$ cat config.mk
export PLATFORM = sky130hd
export DESIGN_NAME = lane_crossing_counter_unit
export DESIGN_NICKNAME = d
export VERILOG_FILES = /design/src/design/lcc_pkg.sv /design/src/design/lane_crossing_counter_unit.sv /design/src/design/lcc_div.sv
export VERILOG_INCLUDE_DIRS = /design/src /design/src/design
export SDC_FILE = /design/constraint.sdc
export NUM_CORES = 1
export LEC_CHECK = 0
export ABC_AREA = 1
export BUFFER_PORTS_ARGS = -buffer_cell sky130_fd_sc_hd__buf_2
export CAP_MARGIN = 40
export CORE_ASPECT_RATIO = 2
export CORE_UTILIZATION = 41
export CTS_CLUSTER_SIZE = 16
export DETAILED_ROUTE_END_ITERATION = 8
export GPL_ROUTABILITY_DRIVEN = 1
export PLACE_DENSITY = 0.61
export SYNTH_ARGS = -nofsm -noshare
export SYNTH_HDL_FRONTEND = slang
export SYNTH_HIERARCHICAL = 1
export SYNTH_SLANG_ARGS = --single-unit
export TNS_END_PERCENT = 100
$ cat constraint.sdc
create_clock -name clk -period 5.2 [get_ports clk]
set_input_delay 0.52 -clock clk [delete_from_list [all_inputs] [get_ports clk]]
set_output_delay 0.52 -clock clk [all_outputs]
set_load 0.02 [all_outputs]
$ cat src/design/lane_crossing_counter_unit_assert.svh
// Assertion macros for the lane crossing counter.
// Each macro samples on clk and is disabled while rst is high.
`ifndef LANE_CROSSING_COUNTER_UNIT_ASSERT_SVH
`define LANE_CROSSING_COUNTER_UNIT_ASSERT_SVH

// The condition implies the expression in the same cycle.
`define LCC_ASSERT_NOW(label, cond, expr, msg) \
  label: assert property (@(posedge clk) disable iff (rst) (cond) |-> (expr)) \
    else $error(msg);

// The condition implies the expression in the following cycle.
`define LCC_ASSERT_NEXT(label, cond, expr, msg) \
  label: assert property (@(posedge clk) disable iff (rst) (cond) |=> (expr)) \
    else $error(msg);

`endif

$ cat src/design/lcc_pkg.sv
`timescale 1ns / 1ps

package lcc_pkg;

  localparam int LANES      = 10;
  localparam int COUNT_BITS = 16;
  localparam int ADDR_BITS  = (LANES > 1) ? $clog2(LANES) : 1;

  localparam int LANE_W  = 4;
  localparam int WSUM_W  = 27;
  localparam int RSUM_W  = 36;
  localparam int ROW_W   = 11;
  localparam int TOTAL_W = 16;
  localparam int STEP_W  = $clog2(RSUM_W);

  localparam int GATE_W   = 9;
  localparam int MARGIN_W = 8;
  localparam int AREA_W   = 27;

  localparam int CFG_IDX_W  = 2;
  localparam int CFG_DATA_W = 27;

  localparam logic [CFG_IDX_W-1:0] REG_GATE_TOP    = 2'd0;
  localparam logic [CFG_IDX_W-1:0] REG_GATE_BOTTOM = 2'd1;
  localparam logic [CFG_IDX_W-1:0] REG_EDGE_MARGIN = 2'd2;
  localparam logic [CFG_IDX_W-1:0] REG_MIN_AREA    = 2'd3;

  localparam logic [GATE_W-1:0]   GATE_TOP_RST    = 9'd300;
  localparam logic [GATE_W-1:0]   GATE_BOTTOM_RST = 9'd330;
  localparam logic [MARGIN_W-1:0] EDGE_MARGIN_RST = 8'd30;
  localparam logic [AREA_W-1:0]   MIN_AREA_RST    = 27'd400;

  localparam logic [11:0] ROW_MAX = 12'd960;

  typedef logic signed [ROW_W-1:0] row_t;

  localparam row_t ROW_UNSEEN = -11'sd1;

  typedef struct packed {
    row_t last_row;
    row_t prior_row;
    logic counted;
  } lane_rec_t;

  localparam lane_rec_t LANE_REC_RST = '{last_row: ROW_UNSEEN, prior_row: '0, counted: 1'b0};

endpackage

$ cat src/design/lane_crossing_counter_unit.sv
`timescale 1ns / 1ps

// Lane crossing counter. Software writes the gate rows, edge margin and
// minimum area through the cfg_write port while the unit is idle. Each item
// is accepted at a rising edge with start high and busy low. A measurement
// item reads its lane record from a small synchronous memory, decides
// whether the lane counted an entry or an exit, and, when the object is
// large enough, divides the row-weighted sum by the intensity sum to find
// the new tracked row. A clear item returns both totals and zeroes them.
// Every item produces exactly one result beat, shown for a single cycle
// with done high; the receiver cannot stall, so results must be captured
// on that cycle. Clear items and lanes out of range raise done as they
// leave the evaluation state; measurements whose intensity sum does not
// exceed min_area raise it in the write-back state. Items that update
// tracking pass through evaluation, which evaluates the lane and starts
// the divider, the divider state, which runs the restoring steps and
// takes the quotient, and write-back, which writes the record back. The
// next item can be accepted in the cycle in which done is high. The lane
// memory needs no clearing pass: a valid flag per lane, cleared by reset,
// makes an unwritten lane read as never seen.
module lane_crossing_counter_unit import lcc_pkg::*; (
  input  logic                  clk,
  input  logic                  rst,
  input  logic                  start,
  output logic                  busy,
  input  logic                  mode,
  input  logic [LANE_W-1:0]     lane,
  input  logic [WSUM_W-1:0]     weight_sum,
  input  logic [RSUM_W-1:0]     row_weight_sum,
  input  logic                  cfg_write,
  input  logic [CFG_IDX_W-1:0]  cfg_index,
  input  logic [CFG_DATA_W-1:0] cfg_data,
  output logic                  done,
  output logic                  entry_event,
  output logic                  exit_event,
  output logic [TOTAL_W-1:0]    entry_total,
  output logic [TOTAL_W-1:0]    exit_total,
  output row_t                  tracked_row
);

  localparam logic [1:0] S_IDLE = 2'd0;
  localparam logic [1:0] S_EVAL = 2'd1;
  localparam logic [1:0] S_DIV  = 2'd2;
  localparam logic [1:0] S_WB   = 2'd3;

  logic [1:0] state;

  // Configuration registers.
  logic [GATE_W-1:0]   gate_top;
  logic [GATE_W-1:0]   gate_bottom;
  logic [MARGIN_W-1:0] edge_margin;
  logic [AREA_W-1:0]   min_area;

  // Lane records live in a one-port-read, one-port-write memory.
  lane_rec_t lane_mem [LANES];
  logic      lane_valid [LANES];

  logic [COUNT_BITS-1:0] entry_count;
  logic [COUNT_BITS-1:0] exit_count;

  // Item held for the duration of its work.
  logic                 mode_q;
  logic [LANE_W-1:0]    lane_q;
  logic [WSUM_W-1:0]    wsum_q;
  logic [RSUM_W-1:0]    rsum_q;
  lane_rec_t            rd_rec;
  logic                 rd_valid;
  lane_rec_t            work_rec;
  logic                 ent_q;
  logic                 ext_q;

  logic                 accept;
  logic [ADDR_BITS-1:0] lane_addr;
  logic [ADDR_BITS-1:0] lane_addr_q;

  lane_rec_t         cur_rec;
  logic signed [11:0] t_w;
  logic signed [11:0] top_m;
  logic signed [11:0] bot_m;
  logic              in_range;
  logic              big_enough;
  logic              exit_hit;
  logic              entry_hit;
  logic              rearm;
  logic              counted_next;

  logic              div_go;
  logic              div_active;
  logic              div_done;
  logic [RSUM_W-1:0] div_quo;
  logic [11:0]       row_sum;
  row_t              sat_row;

  function automatic logic [COUNT_BITS-1:0] bump(input logic [COUNT_BITS-1:0] c);
    return (c != '1) ? c + 1'b1 : c;
  endfunction

  assign busy        = (state != S_IDLE);
  assign accept      = start && !busy;
  assign lane_addr   = ADDR_BITS'(lane);
  assign lane_addr_q = ADDR_BITS'(lane_q);

  // A lane that was never written reads as its reset record.
  assign cur_rec = rd_valid ? rd_rec : LANE_REC_RST;

  // Zone limits are compared in full signed precision, since the lower
  // re-arm limit can go below zero.
  assign t_w   = 12'(cur_rec.last_row);
  assign top_m = signed'({3'b000, gate_top} + {4'b0000, edge_margin});
  assign bot_m = signed'({3'b000, gate_bottom} - {4'b0000, edge_margin});

  assign in_range   = 32'(lane_q) < LANES;
  assign big_enough = wsum_q > min_area;

  // Moving up near the top line is an exit; moving down near the bottom
  // line is an entry. Both need an armed lane and the two directions exclude each other, so at most one fires.
  assign exit_hit  = (cur_rec.prior_row > cur_rec.last_row) && (t_w < top_m)
                     && !cur_rec.counted;
  assign entry_hit = (cur_rec.prior_row < cur_rec.last_row) && (t_w > bot_m)
                     && !cur_rec.counted;
  assign rearm     = (t_w > top_m) && (t_w < bot_m);
  assign counted_next = rearm ? 1'b0 : (cur_rec.counted || exit_hit || entry_hit);

  assign div_go = (state == S_EVAL) && !mode_q && in_range && big_enough;

  lcc_div u_div (
    .clk      (clk),
    .rst      (rst),
    .go       (div_go),
    .dividend (rsum_q),
    .divisor  (wsum_q),
    .active   (div_active),
    .done     (div_done),
    .quotient (div_quo)
  );

  // Centroid row plus the gate offset, clipped at the frame limit.
  assign row_sum = {2'b00, div_quo[9:0]} + {3'b000, gate_top};
  always_comb begin
    if ((|div_quo[RSUM_W-1:10]) || (row_sum > ROW_MAX)) begin
      sat_row = row_t'(ROW_MAX);
    end else begin
      sat_row = row_t'(row_sum);
    end
  end

  // Control state, counters, valid flags and configuration.
  always_ff @(posedge clk) begin
    if (rst) begin
      state       <= S_IDLE;
      done        <= 1'b0;
      entry_count <= '0;
      exit_count  <= '0;
      gate_top    <= GATE_TOP_RST;
      gate_bottom <= GATE_BOTTOM_RST;
      edge_margin <= EDGE_MARGIN_RST;
      min_area    <= MIN_AREA_RST;
      for (int i = 0; i < LANES; i++) begin
        lane_valid[i] <= 1'b0;
      end
    end else begin
      done <= 1'b0;
      if (cfg_write) begin
        unique case (cfg_index)
          REG_GATE_TOP:    gate_top    <= cfg_data[GATE_W-1:0];
          REG_GATE_BOTTOM: gate_bottom <= cfg_data[GATE_W-1:0];
          REG_EDGE_MARGIN: edge_margin <= cfg_data[MARGIN_W-1:0];
          REG_MIN_AREA:    min_area    <= cfg_data[AREA_W-1:0];
        endcase
      end
      unique case (state)
        S_IDLE: begin
          if (accept) begin
            state <= S_EVAL;
          end
        end
        S_EVAL: begin
          if (mode_q) begin
            entry_count <= '0;
            exit_count  <= '0;
            done        <= 1'b1;
            state       <= S_IDLE;
          end else if (!in_range) begin
            done  <= 1'b1;
            state <= S_IDLE;
          end else begin
            if (entry_hit) begin
              entry_count <= bump(entry_count);
            end
            if (exit_hit) begin
              exit_count <= bump(exit_count);
            end
            state <= big_enough ? S_DIV : S_WB;
          end
        end
        S_DIV: begin
          if (div_done) begin
            state <= S_WB;
          end
        end
        S_WB: begin
          lane_valid[lane_addr_q] <= 1'b1;
          done  <= 1'b1;
          state <= S_IDLE;
        end
        default: state <= S_IDLE;
      endcase
    end
  end

  // Item payload, memory access and result registers.
  always_ff @(posedge clk) begin
    unique case (state)
      S_IDLE: begin
        if (accept) begin
          mode_q   <= mode;
          lane_q   <= lane;
          wsum_q   <= weight_sum;
          rsum_q   <= row_weight_sum;
          rd_rec   <= lane_mem[lane_addr];
          rd_valid <= lane_valid[lane_addr];
        end
      end
      S_EVAL: begin
        if (mode_q) begin
          entry_event <= 1'b0;
          exit_event  <= 1'b0;
          entry_total <= TOTAL_W'(entry_count);
          exit_total  <= TOTAL_W'(exit_count);
          tracked_row <= '0;
        end else if (!in_range) begin
          entry_event <= 1'b0;
          exit_event  <= 1'b0;
          entry_total <= TOTAL_W'(entry_count);
          exit_total  <= TOTAL_W'(exit_count);
          tracked_row <= ROW_UNSEEN;
        end else begin
          work_rec.last_row  <= cur_rec.last_row;
          work_rec.prior_row <= cur_rec.last_row;
          work_rec.counted   <= counted_next;
          ent_q              <= entry_hit;
          ext_q              <= exit_hit;
        end
      end
      S_DIV: begin
        if (div_done) begin
          work_rec.last_row <= sat_row;
        end
      end
      S_WB: begin
        lane_mem[lane_addr_q] <= work_rec;
        entry_event <= ent_q;
        exit_event  <= ext_q;
        entry_total <= TOTAL_W'(entry_count);
        exit_total  <= TOTAL_W'(exit_count);
        tracked_row <= work_rec.last_row;
      end
      default: begin
      end
    endcase
  end

  // Checks on the unit's own sequencing.
  `include "lane_crossing_counter_unit_assert.svh"

  `LCC_ASSERT_NEXT(a_accept_busy, accept, busy && !done, "accepted item did not raise busy")
  `LCC_ASSERT_NOW(a_done_idle, done, !busy, "result beat shown while still busy")
  `LCC_ASSERT_NOW(a_one_event, done, !(entry_event && exit_event), "entry and exit in one beat")
  `LCC_ASSERT_NOW(a_div_free, div_go, !div_active && (state == S_EVAL), "divider restarted while in use")

endmodule

$ cat src/design/lcc_div.sv
`timescale 1ns / 1ps

// Restoring divider, one quotient bit per cycle.
module lcc_div import lcc_pkg::*; (
  input  logic              clk,
  input  logic              rst,
  input  logic              go,
  input  logic [RSUM_W-1:0] dividend,
  input  logic [WSUM_W-1:0] divisor,
  output logic              active,
  output logic              done,
  output logic [RSUM_W-1:0] quotient
);

  logic [STEP_W-1:0] step_cnt;
  logic [WSUM_W-1:0] rem;
  logic [RSUM_W-1:0] quo;
  logic [WSUM_W-1:0] dsr;
  logic [WSUM_W:0]   shifted;
  logic [WSUM_W:0]   diff;
  logic              fits;

  assign shifted  = {rem, quo[RSUM_W-1]};
  assign diff     = shifted - {1'b0, dsr};
  assign fits     = shifted >= {1'b0, dsr};
  assign quotient = quo;

  always_ff @(posedge clk) begin
    if (rst) begin
      active   <= 1'b0;
      done     <= 1'b0;
      step_cnt <= '0;
    end else begin
      done <= 1'b0;
      if (go) begin
        active   <= 1'b1;
        step_cnt <= STEP_W'(RSUM_W - 1);
      end else if (active) begin
        if (step_cnt == '0) begin
          active <= 1'b0;
          done   <= 1'b1;
        end else begin
          step_cnt <= step_cnt - 1'b1;
        end
      end
    end
  end

  always_ff @(posedge clk) begin
    if (go) begin
      rem <= '0;
      quo <= dividend;
      dsr <= divisor;
    end else if (active) begin
      rem <= fits ? diff[WSUM_W-1:0] : shifted[WSUM_W-1:0];
      quo <= {quo[RSUM_W-2:0], fits};
    end
  end

endmodule
==> impl_metrics.tcl <==
set metrics [dict create \
    insertion_delay_ps 630 \
    synth-edff-count 471 \
    grt_pass1_vias 20464 \
    synth_flop_cell "edfxtp_1" \
    post-route-period-util_pct 80.1 \
    dpl.cell_count 3789 \
    vias 20090 \
    final_hold_viol_count 0 \
    p_leak_nw 13.0 \
    skew_ps 33.4 \
    whs_ps 84.1 \
    endpoint "entry_count[7]" \
    cp_data_arrival_time_ps 4670 \
    grt_usage_pct 20.9 \
    ir_drop_mv 0.381 \
    p_per_area_nw_per_um2 351 \
    gp_congestion 0.957 \
    reg2reg_slack_ps 1040 \
    rr_endpoint "entry_count[7]" \
    syn_area_per_cell_um2 9.98 \
    io_pins 148 \
    drcViolationCount 0 \
    tightest_slew_ps 951 \
    wl_um 73100 \
    cts_buffers 51 \
    drtIter0Drc 1225 \
    hold_path.class "in2reg" \
    yosysSeqAreaShare_pct 59.2 \
    cts_sinks 594 \
    start_kind "flip-flop" \
    fin_cells 3883 \
    critPathKind "reg2reg" \
    initial_core_util_pct 41.4 \
    rsz0062_at_grt "false" \
    required_ps 5700 \
    synthesis.area_um2 28100 \
    drv_cap 0 \
    cts_resized 0 \
    multi_input_area_um2 9660 \
    drive_gt1_share_pct 10.8 \
    core_region_area_um2 67700 \
    vias_per_cell 5.17 \
    wl_per_cell_um 18.8 \
    synth.distinct_cells 47 \
    slowest_delay_ps 370 \
    finalCriticalPeriod_ps 4160 \
    n_fill_cell 6172 \
    area_growth_pct 13.2 \
    path_common_cell "nand2_1" \
    rr_startpoint "edge_margin[2]" \
    slew_headroom_pct 36.6 \
    hold_buffers 0 \
    die_h_um 372 \
    final_nets 3172 \
    cp-startpoint "edge_margin[2]" \
    worstPathMaxFanout 14 \
    clk_pin_slew_ps 70 \
    clk_path_buf_depth 3 \
    ff_latch_area_um2 16600 \
    yosysWarnings 6 \
    grt_pass1_wl_um 112000 \
    die_area_um2 69600 \
    slew_violations 0 \
    slowest_stage "ha_1" \
    grt_max_degree 99 \
    synthArstFlopShare_pct 0 \
    root_buffer "clkbuf_16" \
    synth.ff_latch_count 594 \
    status "complete, no violations" \
    path_cells "inv_1 -> ha_1 -> a21oi_1 -> nand2_1 -> a21oi_1 -> o21bai_1 -> a21oi_1 -> o21ai_0 -> nand2_1 -> nand2_1 -> ha_1 -> nand4_1 -> nor2_1 -> nand2_1 -> nand3_1 -> nand2_1 -> nand2_1 -> nand3_1 -> nand2_1 -> nand3_2 -> o21ai_1 -> nor2_1" \
    overflow 0 \
    port_buffers 147 \
    dp_hpwl_um 51900 \
    postRouteAntennaNets 0 \
    clock.fmax_ghz 0.240 \
    synth_cells 2812 \
    chipWidth_um 187 \
    drtPass1Iterations 5 \
    setup_violations 0 \
    cts_setup_buffers 0 \
    antenna_found_initial 1 \
    syn_nets 3032 \
    setup_tns_ps 0 \
    worst-r2r-cell-count 22 \
    htree_levels 2 \
    cts_tree "built" \
    fp-row-count 135 \
    cp-end-kind "flip-flop" \
]
## cell usage after synthesis (25+ instances only)
cell / instances / share of area [%]
xnor2_1: 25 / 0.78
nand4_1: 79 / 1.8
a21oi_1: 165 / 2.9
o21ai_1: 28 / 0.50
edfxtp_1: 471 / 50
nor2_1: 184 / 2.5
dfxtp_1: 123 / 8.8
clkbuf_1: 67 / 0.90
nand3_1: 130 / 2.3
o211ai_1: 55 / 1.5
mux2i_1: 73 / 2.6
o21ai_0: 143 / 2.6
nand2_1: 605 / 8.1
ha_1: 115 / 5.1
inv_1: 381 / 5.1
## cells in the final DEF, fill, tap and decap left out, drive strengths merged, types with 4 or more instances in the layout
master,Yosys,routed
clkbuf,67,66
nand4,80,80
nand3,133,133
o22ai,7,7
nand3b,5,5
clkinv,6,25
o21bai,10,10
buf,25,179
dfxtp,123,123
xnor2,25,25
o21ai,171,171
fa,4,4
ha,115,115
or2,4,4
nor2,194,194
nor3,23,23
nor4,12,12
nand2,611,611
mux2i,73,73
inv,396,397
o211ai,55,55
a21oi,166,166
clkinvlp,0,4
nor3b,6,6
xor2,20,20
edfxtp,471,471
## worst min path at each step
stage / startpoint / end / slack [ps] / cells after the start
after CTS: row_weight_sum[3] / rsum_q[3] / 60 / 1
final: weight_sum[20] / wsum_q[20] / 80 / 1
after floorplan: wsum_q[0] / u_div/dsr[0] / 430 / 0
after detailed placement: wsum_q[15] / u_div/dsr[15] / 440 / 0
after global routing: row_weight_sum[31] / rsum_q[31] / 60 / 1
after global placement: wsum_q[24] / u_div/dsr[24] / 440 / 0
## power by group
| part | switching (mW) | internal, mW |
|---|---|---|
| sequential | 0.171 | 5.41 |
| clock | 1.83 | 2.09 |
| combinational | 1.10 | 0.547 |
| total | 3.10 | 8.05 |
## worst max-delay path, delay by kind of cell (launching register included)
| kind | cells | cell delay, ps |
|---|---|---|
| fa+ha+maj | 2 | 700 |
| buf+inv | 1 | 60 |
| flops | 1 | 340 |
| compound gates | 6 | 950 |
| simple gates | 13 | 1990 |
## cell families (layout without fill, tap and decap cells)
kind of cell | after synthesis | in the layout | synth area share (%)
buf+inv | 494 | 674 | 6.75
fa+ha+maj | 119 | 119 | 5.41
mux | 73 | 73 | 2.60
xor+xnor | 45 | 45 | 1.40
flops | 594 | 594 | 59.2
simple gates | 1072 | 1072 | 16.6
other cells | 0 | 1 | 0
compound gates | 415 | 415 | 8.10
## state kept, by name, summed over array words and instances, names as in the netlist, 4 cells and up, named ones only
register	flops
lane_mem	230
rsum_q	36
u_div/quotient	36
min_area	27
u_div/dsr	27
u_div/rem	27
wsum_q	27
rd_rec	23
work_rec	23
entry_count	16
entry_total	16
exit_count	16
exit_total	16
lane_valid	16
tracked_row	11
gate_bottom	9
gate_top	9
edge_margin	8
u_div/step_cnt	6
lane_addr_q	4
## routing by layer
| metal | wire (um) | global-route usage (%) | vias to the layer above |
|---|---|---|---|
| li1 | - | - | 9811 |
| met1 | 27000 | 21.6 | 9637 |
| met2 | 39900 | 41.1 | 478 |
| met3 | 2530 | 2.27 | 164 |
| met4 | 3680 | 10.9 | 0 |
| met5 | 0 | 0 | - |
## area by class of cell
type                    instances  area share (%)
inverters                     402            4.75
clock inverters                27           0.921
well taps                     890            3.50
multi-input cells            1724            30.4
clock buffers                  66            4.42
flip-flops and latches        594            52.2
repair buffers                179            3.76
diodes                          1         0.00787
## stage by stage
| step | util [%] | area, um2 | worst slack (ps) | total power, mW |
|---|---|---|---|---|
| after floorplan | - | 28100 | 163 | 6.78 |
| after global placement | 43.9 | 29800 | 1160 | 7.28 |
| after detailed placement | 44.4 | 30100 | 1100 | 7.34 |
| after CTS | 46.9 | 31800 | 1070 | 11.2 |
| after global routing | 46.9 | 31800 | 700 | 11.6 |
| final | 46.9 | 31800 | 1040 | 11.1 |
(Power assumes the default switching activity.)
